### config.mk
export PLATFORM = sky130hd
export DESIGN_NAME = grammar_token_scanner_top_flat
export DESIGN_NICKNAME = d
export VERILOG_FILES = /design/src/gts_pkg.sv /design/src/gts_if.sv /design/src/gts_front.sv /design/src/gts_queue.sv /design/src/gts_back.sv /design/src/grammar_token_scanner_top.sv /design/src/flat_wrapper.sv
export SDC_FILE = /design/constraint.sdc
export NUM_CORES = 1
export LEC_CHECK = 0
export BUFFER_PORTS_ARGS = -buffer_cell sky130_fd_sc_hd__buf_2
export CAP_MARGIN = 20
export CORE_MARGIN = 8
export CORE_UTILIZATION = 63
export CTS_BUF_LIST = sky130_fd_sc_hd__clkbuf_4
export CTS_CLUSTER_DIAMETER = 50
export DETAILED_ROUTE_END_ITERATION = 16
export PLACE_DENSITY = 0.85
export SETUP_SLACK_MARGIN = 0.1
export SLEW_MARGIN = 20
export SYNTH_ARGS = -nofsm -noshare
export SYNTH_HDL_FRONTEND = slang
export SYNTH_SLANG_ARGS = --single-unit
### constraint.sdc
create_clock -name clk -period 6.63 [get_ports clk]
set_input_delay 1.326 -clock clk [delete_from_list [all_inputs] [get_ports clk]]
set_output_delay 1.326 -clock clk [all_outputs]
set_load 0.01 [all_outputs]
### src/gts_pkg.sv
`timescale 1ns / 1ps
// Shared types, character codes and token kinds for the grammar token scanner.
package gts_pkg;

    localparam int OUT_W       = 24;
    localparam int QUEUE_DEPTH = 4;
    localparam int QUEUE_IDX_W = $clog2(QUEUE_DEPTH);
    localparam int QUEUE_CNT_W = $clog2(QUEUE_DEPTH + 1);

    localparam logic [7:0] CH_GT     = 8'h3E;
    localparam logic [7:0] CH_X      = 8'h78;
    localparam logic [7:0] CH_DOT    = 8'h2E;
    localparam logic [7:0] CH_BSLASH = 8'h5C;
    localparam logic [7:0] CH_UNDER  = 8'h5F;
    localparam logic [7:0] CH_SEMI   = 8'h3B;
    localparam logic [7:0] CH_BAR    = 8'h7C;
    localparam logic [7:0] CH_LBRACK = 8'h5B;
    localparam logic [7:0] CH_RBRACK = 8'h5D;
    localparam logic [7:0] CH_MINUS  = 8'h2D;
    localparam logic [7:0] CH_SQUOTE = 8'h27;
    localparam logic [7:0] CH_DQUOTE = 8'h22;
    localparam logic [7:0] CH_ZERO   = 8'h30;
    localparam logic [7:0] CH_CR     = 8'h0D;
    localparam logic [7:0] CH_LF     = 8'h0A;

    typedef enum logic [3:0] {
        TK_EOF     = 4'd0,
        TK_IDENT   = 4'd1,
        TK_INT     = 4'd2,
        TK_FLOAT   = 4'd3,
        TK_CHAR    = 4'd4,
        TK_STRING  = 4'd5,
        TK_LBRACK  = 4'd6,
        TK_RBRACK  = 4'd7,
        TK_SEMI    = 4'd8,
        TK_BAR     = 4'd9,
        TK_ARROW   = 4'd10,
        TK_UNKNOWN = 4'd11
    } tok_kind_t;

    // Coarse class of a byte, chosen by the front end
    typedef enum logic [3:0] {
        CL_WS,
        CL_IDENT,
        CL_DIGIT,
        CL_QUOTE,
        CL_MINUS,
        CL_LBRACK,
        CL_RBRACK,
        CL_SEMI,
        CL_BAR,
        CL_OTHER
    } char_class_t;

    typedef struct packed {
        logic        eot;
        char_class_t cls;
        logic        is_zero;
        logic        is_x;
        logic        is_dot;
        logic        is_hex_upper;
        logic        is_gt;
        logic        is_bslash;
        logic        is_crlf;
        logic        is_squote;
        logic        is_dquote;
    } item_t;

    typedef struct packed {
        tok_kind_t          kind;
        logic [OUT_W-1:0]   start;
        logic [OUT_W-1:0]   length;
    } tok_t;

    typedef enum logic [6:0] {
        MODE_IDLE  = 7'b0000001,
        MODE_IDENT = 7'b0000010,
        MODE_ZERO  = 7'b0000100,
        MODE_DEC   = 7'b0001000,
        MODE_HEX   = 7'b0010000,
        MODE_QUOTE = 7'b0100000,
        MODE_MINUS = 7'b1000000
    } scan_mode_t;

endpackage

### src/gts_if.sv
`timescale 1ns / 1ps
// Valid/ready channel interfaces for text bytes in and tokens out.
interface gts_text_if;
    logic       valid;
    logic       ready;
    logic [7:0] text_byte;
    logic       end_of_text;

    modport source (output valid, text_byte, end_of_text, input ready);
    modport sink   (input valid, text_byte, end_of_text, output ready);
endinterface

interface gts_token_if;
    logic        valid;
    logic        ready;
    logic [3:0]  token_kind;
    logic [23:0] token_start;
    logic [23:0] token_length;
    logic        last;

    modport source (output valid, token_kind, token_start, token_length, last, input ready);
    modport sink   (input valid, token_kind, token_start, token_length, last, output ready);
endinterface

### src/gts_front.sv
`timescale 1ns / 1ps
// Front end: accepts text bytes and classifies them for the scanner.
module gts_front import gts_pkg::*;
(
    gts_text_if.sink   text,
    output logic       push_valid,
    input  logic       push_ready,
    output item_t      push_item
);

    logic [7:0] b;

    assign b          = text.text_byte;
    assign text.ready = push_ready;
    assign push_valid = text.valid;

    always_comb
    begin
        push_item              = '0;
        push_item.eot          = text.end_of_text;
        push_item.is_zero      = (b == CH_ZERO);
        push_item.is_x         = (b == CH_X);
        push_item.is_dot       = (b == CH_DOT);
        push_item.is_hex_upper = b inside {[8'h41:8'h46]};
        push_item.is_gt        = (b == CH_GT);
        push_item.is_bslash    = (b == CH_BSLASH);
        push_item.is_crlf      = (b == CH_CR) || (b == CH_LF);
        push_item.is_squote    = (b == CH_SQUOTE);
        push_item.is_dquote    = (b == CH_DQUOTE);

        if (b inside {8'h20, [8'h09:8'h0D]})
            push_item.cls = CL_WS;
        else if (b inside {[8'h41:8'h5A], [8'h61:8'h7A], CH_UNDER})
            push_item.cls = CL_IDENT;
        else if (b inside {[8'h30:8'h39]})
            push_item.cls = CL_DIGIT;
        else if (b inside {CH_SQUOTE, CH_DQUOTE})
            push_item.cls = CL_QUOTE;
        else if (b == CH_MINUS)
            push_item.cls = CL_MINUS;
        else if (b == CH_LBRACK)
            push_item.cls = CL_LBRACK;
        else if (b == CH_RBRACK)
            push_item.cls = CL_RBRACK;
        else if (b == CH_SEMI)
            push_item.cls = CL_SEMI;
        else if (b == CH_BAR)
            push_item.cls = CL_BAR;
        else
            push_item.cls = CL_OTHER;
    end

endmodule

### src/gts_queue.sv
`timescale 1ns / 1ps
// Small FIFO of classified items between front end and scanner.
module gts_queue import gts_pkg::*;
(
    input  logic  clk,
    input  logic  rst_n,
    input  logic  wr_valid,
    output logic  wr_ready,
    input  item_t wr_item,
    output logic  rd_valid,
    input  logic  rd_ready,
    output item_t rd_item
);

    item_t                  mem_reg [QUEUE_DEPTH];
    logic [QUEUE_IDX_W-1:0] wr_ptr_reg, wr_ptr_next;
    logic [QUEUE_IDX_W-1:0] rd_ptr_reg, rd_ptr_next;
    logic [QUEUE_CNT_W-1:0] count_reg, count_next;
    logic                   do_wr, do_rd;

    assign wr_ready = (count_reg != QUEUE_CNT_W'(QUEUE_DEPTH));
    assign rd_valid = (count_reg != '0);
    assign rd_item  = mem_reg[rd_ptr_reg];
    assign do_wr    = wr_valid && wr_ready;
    assign do_rd    = rd_valid && rd_ready;

    always_comb
    begin
        wr_ptr_next = do_wr ? wr_ptr_reg + 1'b1 : wr_ptr_reg;
        rd_ptr_next = do_rd ? rd_ptr_reg + 1'b1 : rd_ptr_reg;
        count_next  = count_reg;
        if (do_wr && !do_rd)
            count_next = count_reg + 1'b1;
        else if (do_rd && !do_wr)
            count_next = count_reg - 1'b1;
    end

    always_ff @(posedge clk or negedge rst_n)
    begin
        if (!rst_n)
        begin
            wr_ptr_reg <= '0;
            rd_ptr_reg <= '0;
            count_reg  <= '0;
        end
        else
        begin
            wr_ptr_reg <= wr_ptr_next;
            rd_ptr_reg <= rd_ptr_next;
            count_reg  <= count_next;
        end
    end

    always_ff @(posedge clk)
    begin
        if (do_wr)
            mem_reg[wr_ptr_reg] <= wr_item;
    end

endmodule

### src/gts_back.sv
`timescale 1ns / 1ps
// Back end: scanner state, token building and the output register.
module gts_back import gts_pkg::*;
#(
    parameter int OFFSET_BITS = 24
)
(
    input  logic         clk,
    input  logic         rst_n,
    input  logic         rd_valid,
    output logic         rd_ready,
    input  item_t        rd_item,
    gts_token_if.source  tokens
);

    typedef logic [OFFSET_BITS-1:0] off_t;

    scan_mode_t mode_reg, mode_next;
    off_t       pos_reg, pos_next;
    off_t       pstart_reg, pstart_next;
    off_t       plen_reg, plen_next;
    logic       point_reg, point_next;
    logic       bslash_reg, bslash_next;
    logic       oquote_reg, oquote_next;
    logic       sub_reg, sub_next;

    logic       ovalid_reg;
    tok_t       otok_reg;
    logic       olast_reg;

    logic       a_v, b_v, consumed, closing;
    tok_t       ta, tb, r0;
    logic       load, pop, load_tok, tok_last;
    tok_t       tok_sel;

    function automatic tok_kind_t pend_kind(scan_mode_t m, logic sp, logic oq);
        tok_kind_t k;
        case (m)
            MODE_IDENT:                     k = TK_IDENT;
            MODE_ZERO, MODE_DEC, MODE_HEX:  k = sp ? TK_FLOAT : TK_INT;
            MODE_QUOTE:                     k = oq ? TK_STRING : TK_CHAR;
            default:                        k = TK_UNKNOWN;
        endcase
        return k;
    endfunction

    // One scan step: up to two tokens (pending flush first, then the fresh one)
    always_comb
    begin
        mode_next   = mode_reg;
        pos_next    = pos_reg + 1'b1;
        pstart_next = pstart_reg;
        plen_next   = plen_reg;
        point_next  = point_reg;
        bslash_next = bslash_reg;
        oquote_next = oquote_reg;
        a_v         = 1'b0;
        b_v         = 1'b0;
        consumed    = 1'b0;
        closing     = 1'b0;
        ta          = '{kind: pend_kind(mode_reg, point_reg, oquote_reg),
                        start: OUT_W'(pstart_reg), length: OUT_W'(plen_reg)};
        tb          = '{kind: TK_EOF, start: OUT_W'(pos_reg), length: '0};

        if (rd_item.eot)
        begin
            a_v         = (mode_reg != MODE_IDLE);
            b_v         = 1'b1;
            mode_next   = MODE_IDLE;
            pos_next    = '0;
            pstart_next = '0;
            plen_next   = '0;
            point_next  = 1'b0;
            bslash_next = 1'b0;
            oquote_next = 1'b0;
        end
        else
        begin
            case (mode_reg)
                MODE_IDENT:
                begin
                    if (rd_item.cls == CL_IDENT || rd_item.cls == CL_DIGIT)
                    begin
                        plen_next = plen_reg + 1'b1;
                        consumed  = 1'b1;
                    end
                end
                MODE_ZERO, MODE_DEC, MODE_HEX:
                begin
                    if (mode_reg == MODE_ZERO && rd_item.is_x)
                    begin
                        plen_next = plen_reg + 1'b1;
                        mode_next = MODE_HEX;
                        consumed  = 1'b1;
                    end
                    else
                    begin
                        if (mode_reg == MODE_ZERO)
                            mode_next = MODE_DEC;
                        if (rd_item.is_dot)
                        begin
                            point_next = 1'b1;
                            plen_next  = plen_reg + 1'b1;
                            consumed   = 1'b1;
                        end
                        else if (rd_item.cls == CL_DIGIT ||
                                 (mode_reg == MODE_HEX && rd_item.is_hex_upper))
                        begin
                            plen_next = plen_reg + 1'b1;
                            consumed  = 1'b1;
                        end
                    end
                end
                MODE_QUOTE:
                begin
                    consumed  = 1'b1;
                    plen_next = plen_reg + 1'b1;
                    closing   = rd_item.is_crlf ||
                                ((oquote_reg ? rd_item.is_dquote : rd_item.is_squote) &&
                                 !bslash_reg);
                    if (closing)
                    begin
                        a_v         = 1'b1;
                        ta.length   = OUT_W'(plen_next);
                        mode_next   = MODE_IDLE;
                        bslash_next = 1'b0;
                    end
                    else
                        bslash_next = rd_item.is_bslash;
                end
                MODE_MINUS:
                begin
                    if (rd_item.is_gt)
                    begin
                        a_v       = 1'b1;
                        ta.kind   = TK_ARROW;
                        ta.length = OUT_W'(2);
                        mode_next = MODE_IDLE;
                        consumed  = 1'b1;
                    end
                end
                default:
                begin
                end
            endcase

            if (!consumed)
            begin
                a_v       = (mode_reg != MODE_IDLE);
                mode_next = MODE_IDLE;
                tb.length = OUT_W'(1);
                case (rd_item.cls)
                    CL_WS:
                    begin
                    end
                    CL_IDENT, CL_DIGIT, CL_QUOTE, CL_MINUS:
                    begin
                        pstart_next = pos_reg;
                        plen_next   = off_t'(1);
                        point_next  = 1'b0;
                        bslash_next = 1'b0;
                        if (rd_item.cls == CL_IDENT)
                            mode_next = MODE_IDENT;
                        else if (rd_item.cls == CL_DIGIT)
                            mode_next = rd_item.is_zero ? MODE_ZERO : MODE_DEC;
                        else if (rd_item.cls == CL_QUOTE)
                        begin
                            mode_next   = MODE_QUOTE;
                            oquote_next = rd_item.is_dquote;
                        end
                        else
                            mode_next = MODE_MINUS;
                    end
                    CL_LBRACK: begin b_v = 1'b1; tb.kind = TK_LBRACK;  end
                    CL_RBRACK: begin b_v = 1'b1; tb.kind = TK_RBRACK;  end
                    CL_SEMI:   begin b_v = 1'b1; tb.kind = TK_SEMI;    end
                    CL_BAR:    begin b_v = 1'b1; tb.kind = TK_BAR;     end
                    default:   begin b_v = 1'b1; tb.kind = TK_UNKNOWN; end
                endcase
            end
        end
    end

    assign r0   = a_v ? ta : tb;
    assign load = !ovalid_reg || tokens.ready;

    // Hand tokens to the output register one at a time
    always_comb
    begin
        pop      = 1'b0;
        load_tok = 1'b0;
        tok_last = 1'b1;
        tok_sel  = r0;
        sub_next = sub_reg;
        if (rd_valid)
        begin
            if (!a_v && !b_v)
                pop = 1'b1;
            else if (load)
            begin
                load_tok = 1'b1;
                if (a_v && b_v && !sub_reg)
                begin
                    tok_last = 1'b0;
                    sub_next = 1'b1;
                end
                else
                begin
                    tok_sel  = sub_reg ? tb : r0;
                    pop      = 1'b1;
                    sub_next = 1'b0;
                end
            end
        end
    end

    assign rd_ready            = pop;
    assign tokens.valid        = ovalid_reg;
    assign tokens.token_kind   = otok_reg.kind;
    assign tokens.token_start  = otok_reg.start;
    assign tokens.token_length = otok_reg.length;
    assign tokens.last         = olast_reg;

    always_ff @(posedge clk or negedge rst_n)
    begin
        if (!rst_n)
        begin
            mode_reg   <= MODE_IDLE;
            pos_reg    <= '0;
            pstart_reg <= '0;
            plen_reg   <= '0;
            point_reg  <= 1'b0;
            bslash_reg <= 1'b0;
            oquote_reg <= 1'b0;
            sub_reg    <= 1'b0;
            ovalid_reg <= 1'b0;
        end
        else
        begin
            sub_reg <= sub_next;
            if (pop)
            begin
                mode_reg   <= mode_next;
                pos_reg    <= pos_next;
                pstart_reg <= pstart_next;
                plen_reg   <= plen_next;
                point_reg  <= point_next;
                bslash_reg <= bslash_next;
                oquote_reg <= oquote_next;
            end
            if (load_tok)
                ovalid_reg <= 1'b1;
            else if (tokens.ready)
                ovalid_reg <= 1'b0;
        end
    end

    always_ff @(posedge clk)
    begin
        if (load_tok)
        begin
            otok_reg  <= tok_sel;
            olast_reg <= tok_last;
        end
    end

endmodule

### src/grammar_token_scanner_top.sv
`timescale 1ns / 1ps
// Grammar token scanner: text bytes in, kind/start/length tokens out.
// A token's last byte passes the queue before the token is loaded into the output register.
// Throughput: one byte per cycle while tokens are taken; a two-token byte holds the scanner
// until both are loaded, as the single output register carries one token per transfer.
// A four-entry queue lets intake run on while the token sink stalls, until the queue fills.
// Reset (rst_n, asynchronous, active low) empties queue and output; scanner idle at zero.
module grammar_token_scanner_top import gts_pkg::*;
#(
    parameter int OFFSET_BITS = 24
)
(
    input  logic         clk,
    input  logic         rst_n,
    gts_text_if.sink     text,
    gts_token_if.source  tokens
);

    // Front end to queue
    logic  push_valid, push_ready;
    item_t push_item;

    // Queue to scanner
    logic  pop_valid, pop_ready;
    item_t pop_item;

    // Classification of each byte happens on the way into the queue
    gts_front u_front (
        .text       (text),
        .push_valid (push_valid),
        .push_ready (push_ready),
        .push_item  (push_item)
    );

    gts_queue u_queue (
        .clk      (clk),
        .rst_n    (rst_n),
        .wr_valid (push_valid),
        .wr_ready (push_ready),
        .wr_item  (push_item),
        .rd_valid (pop_valid),
        .rd_ready (pop_ready),
        .rd_item  (pop_item)
    );

    // Scanner holds the mode and offsets; an item leaves the queue once all its
    // tokens are in the output register
    gts_back #(
        .OFFSET_BITS (OFFSET_BITS)
    ) u_back (
        .clk      (clk),
        .rst_n    (rst_n),
        .rd_valid (pop_valid),
        .rd_ready (pop_ready),
        .rd_item  (pop_item),
        .tokens   (tokens)
    );

endmodule

### src/flat_wrapper.sv
// flat-port wrapper written by rule: the top's interface ports become plain ports
module grammar_token_scanner_top_flat import gts_pkg::*;
#(
    parameter int OFFSET_BITS = 24
)
  (clk, rst_n, text_valid, text_text_byte, text_end_of_text, text_ready, tokens_valid, tokens_token_kind, tokens_token_start, tokens_token_length, tokens_last, tokens_ready);
  gts_text_if text_i ();
  gts_token_if tokens_i ();
  input  logic clk;
  input  logic rst_n;
  input wire logic [$bits(text_i.valid)-1:0] text_valid;
  input wire logic [$bits(text_i.text_byte)-1:0] text_text_byte;
  input wire logic [$bits(text_i.end_of_text)-1:0] text_end_of_text;
  output wire logic [$bits(text_i.ready)-1:0] text_ready;
  output wire logic [$bits(tokens_i.valid)-1:0] tokens_valid;
  output wire logic [$bits(tokens_i.token_kind)-1:0] tokens_token_kind;
  output wire logic [$bits(tokens_i.token_start)-1:0] tokens_token_start;
  output wire logic [$bits(tokens_i.token_length)-1:0] tokens_token_length;
  output wire logic [$bits(tokens_i.last)-1:0] tokens_last;
  input wire logic [$bits(tokens_i.ready)-1:0] tokens_ready;
  assign text_i.valid = text_valid;
  assign text_i.text_byte = text_text_byte;
  assign text_i.end_of_text = text_end_of_text;
  assign text_ready = text_i.ready;
  assign tokens_valid = tokens_i.valid;
  assign tokens_token_kind = tokens_i.token_kind;
  assign tokens_token_start = tokens_i.token_start;
  assign tokens_token_length = tokens_i.token_length;
  assign tokens_last = tokens_i.last;
  assign tokens_i.ready = tokens_ready;
  grammar_token_scanner_top #(.OFFSET_BITS(OFFSET_BITS)) u_core (.clk(clk), .rst_n(rst_n), .text(text_i), .tokens(tokens_i));
endmodule
Yosys cells after proc, flatten, opt, wreduce, memory -nomap -nowiden
Memories as Yosys holds them, arrays and structs flattened.
Index checks and enable logic that the tools add are counted.
{ "word_totals": {"ramBits": 56, "regBits": 144, "n_memories": 1, "out_inout_bits": 55, "inputBits": 13} }
{ "memory_table": {"columns": ["memory", "words", "word_bits", "rd", "rd_ports_with_merged_regs", "write_ports", "line", "rtl"], "rows": [
  ["u_core.u_queue.mem_reg", 4, 14, 1, 0, 1, "gts_queue.sv:15", "item_t mem_reg [QUEUE_DEPTH];"]
]} }
{ "op_classes": {"n_bitwise": 3, "n_eq_ne": 39, "reduce_logical": 44, "n_addsub": 6, "n_lt_le_gt_ge": 9, "mux": 100} }
{ "ops": {"columns": ["operator", "count"], "rows": [
  ["$mux 24", 14],
  ["$mux 52", 6],
  ["$pmux 24 s3", 1],
  ["$mux 7", 10],
  ["$eq 8x6->1 const B", 8],
  ["$mux 4", 14],
  ["$add 24x1->24 const B", 2],
  ["$eq 8x7->1 const B", 6],
  ["$pmux 24 s2", 1],
  ["$mux 1", 47],
  ["$le 8x7->1 const B", 3],
  ["$pmux 7 s3", 1],
  ["$pmux 4 s5", 1],
  ["$eq 4x3->1 const B", 4],
  ["$eq 8x4->1 const B", 2],
  ["$ge 8x7->1 const B", 2],
  ["$logic_and 1x1->1", 15],
  ["$pmux 4 s3", 1],
  ["$reduce_bool 2->1", 6],
  ["$eq 4x2->1 const B", 2],
  ["$ge 8x4->1 const B", 1],
  ["$ge 8x6->1 const B", 1],
  ["$le 8x4->1 const B", 1],
  ["$le 8x6->1 const B", 1],
  ["32 further kinds", 51]
]} }

Logic depth before layout (Yosys ltp)
{ "depth": {"depth_word": 20, "ltp_mapped": 16, "ltp_nobuf": 12} }

By module
A second synthesis with hierarchy kept.
{ "hier_totals": {"hier_cells": 917, "hier_area_um2": 10124.7} }
{ "modules_own_cells": {"columns": ["mod", "seq_area_each_um2", "cells_per_inst", "area_per_inst_um2", "instances"], "rows": [
  ["gts_back", 3694.8, 737, 7196.9, 1],
  ["gts_queue", 1856.8, 108, 2462.4, 1],
  ["gts_front", 0.0, 72, 465.4, 1]
]} }

Worst setup path before layout
Ideal clock, no wire load.
{ "synth_timing": {"path_type": "flip-flop to flip-flop", "from": "reg u_core.u_back.mode_reg[2]", "to": "reg u_core.u_back.olast_reg (netlist: u_core.u_back.tokens.last) (data pin)", "stages_incl_launch_ff": 9, "required_time_ns": 6.205, "period_less_slack_ns": 5.444, "arrival_ns": 5.019, "setup_time_ns": 0.425, "path_slack_ns": 1.186, "n_path_buf": 2, "cell_sequence": "dfrtp_1 clkbuf_1 or4_4 nor4_4 o21ai_1 and2_1 buf_4 a31oi_1 o211ai_1"} }
{ "synth_between": {"elab_chain_len": 13, "word_cells_on_any_way": 28} }
{ "synth_rtl": {"columns": ["item", "line", "rtl"], "rows": [
  ["from (decl)", "gts_back.sv:18", "scan_mode_t mode_reg, mode_next;"],
  ["from (signal assigned)", "gts_back.sv:243", "mode_reg <= mode_next;"],
  ["$eq 7x5->1", "gts_back.sv:79, gts_back.sv:107", null],
  ["$logic_and 1x1->1", "gts_back.sv:107", "(mode_reg == MODE_HEX && rd_item.is_hex_upper))"],
  ["$logic_or 1x1->1", "gts_back.sv:106", "else if (rd_item.cls == CL_DIGIT ||"],
  ["$mux 1", "gts_back.sv:106", null],
  ["$mux 1", "gts_back.sv:100", "if (rd_item.is_dot)"],
  ["$mux 1", "gts_back.sv:90", "if (mode_reg == MODE_ZERO && rd_item.is_x)"],
  ["$pmux 1 s4", "gts_back.sv:79", "case (mode_reg)"],
  ["$mux 1", "gts_back.sv:65", "if (rd_item.eot)"],
  ["$mux 1", "gts_back.sv:147", "if (!consumed)"],
  ["$mux 1", "gts_back.sv:65", null],
  ["$logic_not 1->1 / $logic_and 1x1->1 (equally long branches)", "gts_back.sv:197, gts_back.sv:202", null],
  ["$logic_and 1x1->1 (on tied branches)", "gts_back.sv:197, gts_back.sv:202", null],
  ["$reduce_or 3->1 (no line) / $mux 1 (equally long branches)", null, null],
  ["to (signal assigned)", "gts_back.sv:263", "olast_reg <= tok_last;"],
  ["to (decl)", "gts_back.sv:29", "logic olast_reg;"]
]} }
Parallel ways exist; a longest one is shown, timed or not. The select of a mux whose other input is x is not followed.
A chain may end at the register's enable or synchronous reset.

Worst setup path in the final report
{ "layout_timing": {"from": "reg u_core.u_queue.rd_ptr_reg[0]", "to": "reg u_core.u_queue.count_reg[2]"} }
{ "layout_between": {"elab_chain_len": 20, "word_cells_on_any_way": 43} }
{ "layout_rtl": {"columns": ["item", "line", "rtl"], "rows": [
  ["from (decl)", "gts_queue.sv:17", "logic [QUEUE_IDX_W-1:0] rd_ptr_reg, rd_ptr_next;"],
  ["from (signal assigned)", "gts_queue.sv:49", "rd_ptr_reg <= rd_ptr_next;"],
  ["$mem_v2 4x14 (*)", null, null],
  ["$eq 4x2->1 / $logic_and 1x1->1 (equally long branches)", null, null],
  ["$logic_or 1x1->1", "gts_back.sv:106", null],
  ["$mux 1", "gts_back.sv:106", null],
  ["$mux 1", "gts_back.sv:100", null],
  ["$mux 1", "gts_back.sv:90", null],
  ["$pmux 1 s4", "gts_back.sv:79", null],
  ["$mux 1", "gts_back.sv:65", null],
  ["[4 not listed]", null, null],
  ["$mux 1", "gts_back.sv:202", "if (a_v && b_v && !sub_reg)"],
  ["$mux 1", "gts_back.sv:199", "else if (load)"],
  ["$mux 1 (*)", "gts_back.sv:197", "if (!a_v && !b_v)"],
  ["$mux 1 (*)", "gts_back.sv:195", "if (rd_valid)"],
  ["$logic_and 1x1->1 (*)", "gts_queue.sv:25", "assign do_rd = rd_valid && rd_ready;"],
  ["$logic_not 1->1", "gts_queue.sv:32", "if (do_wr && !do_rd)"],
  ["$logic_and 1x1->1", "gts_queue.sv:32", null],
  ["$mux 3 / $reduce_bool 2->1 (equally long branches)", null, null],
  ["to (signal assigned)", "gts_queue.sv:50", "count_reg <= count_next;"],
  ["to (decl)", "gts_queue.sv:18", "logic [QUEUE_CNT_W-1:0] count_reg, count_next;"]
]} }
Mark *: on every way between the ends. The rest lies on a longest branch, timed or not. The select of a mux whose other input is x is not followed.

==> flow_summary.yaml <==
grt:
  grt_pass1_vias: 7376
  grt_max_degree: 56
  grt_pass1_wl_um: 37000
  antenna_found_initial: 1
  grt_overflow: 0
  grt_util_all_layers_pct: 22.4
floorplan:
  core_area_sq_um: 16300
  num_rows: 47
  fp.dieH_um: 144
  dieWidth_um: 144
  die_area_sq_um: 20900
  start_util_pct: 63.5
  io_pins: 68
timing:
  finalSetupViolations: 0
  post-route-period-util_pct: 72.6
  post-route-min-period_ns: 4.81
  fmax_ghz: 0.208
  rsz0062_at_grt: "no"
  max_slew.worst_pin.slew_ns: 1.08
  timing.final.max_slew_violations: 0
  fin_worst_skew_ns: 0.0243
  setup_tns_ns: 0
  final-hold-violation-count: 0
  slew_headroom_pct: 28.2
synthesis:
  synth-edff-count: 109
  synth.distinct_cells: 83
  synthTopCellsByArea: "edfxtp_1, dfrtp_1, o21ai_0"
  synth.top_cell.area_share_pct: 31.5
  ys.flop_type: "edfxtp_1"
  synthCells: 921
  yosysMostFrequentCell: "edfxtp_1"
  syn_avg_cell_area_sq_um: 11.3
  synthArstFlopShare_pct: 45.5
  yosys_warnings: 0
  synth_top_area_cell: "edfxtp_1"
  syn-num-nets: 942
  netlist_area_sq_um: 10400
  synth-seq-cells: 200
  synthTopCellsByCount: "edfxtp_1, dfrtp_1, o21ai_0"
  seq_area_frac_synth_pct: 53.5
clocking:
  clk_pin_slew_worst_paths_ns: 0.16
  cts_tree: "yes"
  postCtsHoldBufs: 0
  cts.sinks: 200
  cts_root_buffer: "clkbuf_4"
  clk_latency_ns: 0.60
  postCtsSetupRepairBufs: 0
  cts.path.max_buffers: 2
  cts.repair.resized: 0
  cts_max_level: 4
  cts_buffers: 17
power:
  power.leakage_nw: 4.19
  vdd_drop_max_uv: 354
  pwr_density_cell_nw_per_um2: 408
critical_path:
  path_class: "reg2reg"
  startpoint_type: "flip-flop"
  cp.required_ns: 7.15
  end_kind: "flip-flop"
  worst_ep_arrival_time_ns: 5.34
  crit_fanout: 25
placement:
  io_buffer_count: 67
  place_inst: 1154
  placed_area_sq_um: 10700
  hpwl_um: 15100
  place_congestion: 0.878
worst_hold_path:
  hold_path_class: "reg2reg"
detailed_routing:
  wl_met3_um: 1370
  dr.pass1.iters: 5
  drt_iter0_drc: 636
  m1WireLength_um: 9480
  ant_nets: 0
  dr_wl_met2_um: 11400
  finalWirelength_um: 22700
  via_count: 7734
  top_layer: "met4"
  drc_errors: 0
  vias_per_cell: 6.52
  wl_per_cell_um: 19.1
layout:
  area_growth_pct: 6.24
  finish.utilization_pct: 67.5
  final_cells: 1187
  drive_above_1_share_pct: 19.0
  largest_reg_flops: 56
  fin_area_sq_um: 11000
  layout.nets: 974
job:
  drv_cap: 0
run_status:
  status: "finished clean"
-- critical path, cell delays in order, from the launching register on --
cell and delay, ns:
dfrtp_1 1.04, mux4_2 0.72, xor2_1 0.22, a32o_1 0.27, o211ai_4 0.33, a31oi_4 0.38, inv_2 0.53, ha_1 0.29
inv_1 0.07, fa_1 0.42, xor2_1 0.15, nor2_1 0.12, xor2_1 0.17
-- worst paths after layout --
path                                                       endpoint                                      from  slack, ns  cells after the start
max                         u_core.u_queue.count_reg[2]$_DFFE_PN0P_  u_core.u_queue.rd_ptr_reg[0]$_DFFE_PN0P_       1.82                     12
min                         u_core.u_back.pstart_reg[5]$_DFFE_PN0P_   u_core.u_back.pstart_reg[5]$_DFFE_PN0P_       0.51                      2
max reg2reg                 u_core.u_queue.count_reg[2]$_DFFE_PN0P_  u_core.u_queue.rd_ptr_reg[0]$_DFFE_PN0P_       1.82                     12
min reg2reg                 u_core.u_back.pstart_reg[5]$_DFFE_PN0P_   u_core.u_back.pstart_reg[5]$_DFFE_PN0P_       0.51                      2
max in group asynchronous   u_core.u_back.pstart_reg[2]$_DFFE_PN0P_                                     rst_n       4.84                      2
min in group asynchronous  u_core.u_back.pstart_reg[17]$_DFFE_PN0P_                                     rst_n       0.68                      1
-- area by class of cell --
type | count | area [sq um]
timing repair buffer | 75 | 398
sequential | 200 | 5550
clock inverter | 14 | 165
tap | 220 | 275
multi-input combinational | 616 | 4350
antenna | 1 | 2.50
clock buffer | 18 | 135
fill | 1219 | 5310
inverter | 43 | 161
-- metal layers --
| layer | global-route usage [%] | vias to the layer above |
|---|---|---|
| li1 | - | 3574 |
| met1 | 28.6 | 3798 |
| met2 | 37.4 | 316 |
| met3 | 3.60 | 46 |
| met4 | 8.93 | 0 |
| met5 | 0 | - |
-- metrics by stage --
stage / total power (W) / hold WS, ns / worst slack (ns)
6_report: 0.00450 / 0.510 / 1.82
3_5_place_dp: 0.00385 / 0.480 / 1.84
3_3_place_gp: 0.00379 / 0.471 / 2.01
4_1_cts: 0.00451 / 0.516 / 1.79
2_1_floorplan: 0.00343 / 0.454 / 1.19
5_1_grt: 0.00476 / 0.539 / 1.50
-- cells in the final DEF (no fill, tap or decap), types with 23 or more instances in the layout --
master,instances
o21ai_0,84
mux2_2,23
a21oi_1,45
buf_2,66
nand2_1,64
a31oi_1,23
nor2_1,58
dfrtp_1,90
inv_1,42
nand3_1,35
edfxtp_1,109
-- logic make-up after synthesis --
group | Yosys count | share of synthesized area (%)
adder cells (fa/ha/maj) | 8 | 1.04
flip-flops | 200 | 53.5
multiplexers | 57 | 7.58
XOR/XNOR | 9 | 0.759
AND/OR/NAND/NOR | 278 | 13.9
AO/OA/AOI/OAI | 264 | 18.3
buffers and inverters | 105 | 5.01
-- power breakdown --
part / total [W] / internal (W) / switching [W]
logic: 0.00204 / 0.000648 / 0.00139
registers: 0.00180 / 0.00164 / 0.000156
clock network: 0.000669 / 0.000239 / 0.000429
No activity file was read; power rests on OpenSTA's default activity.
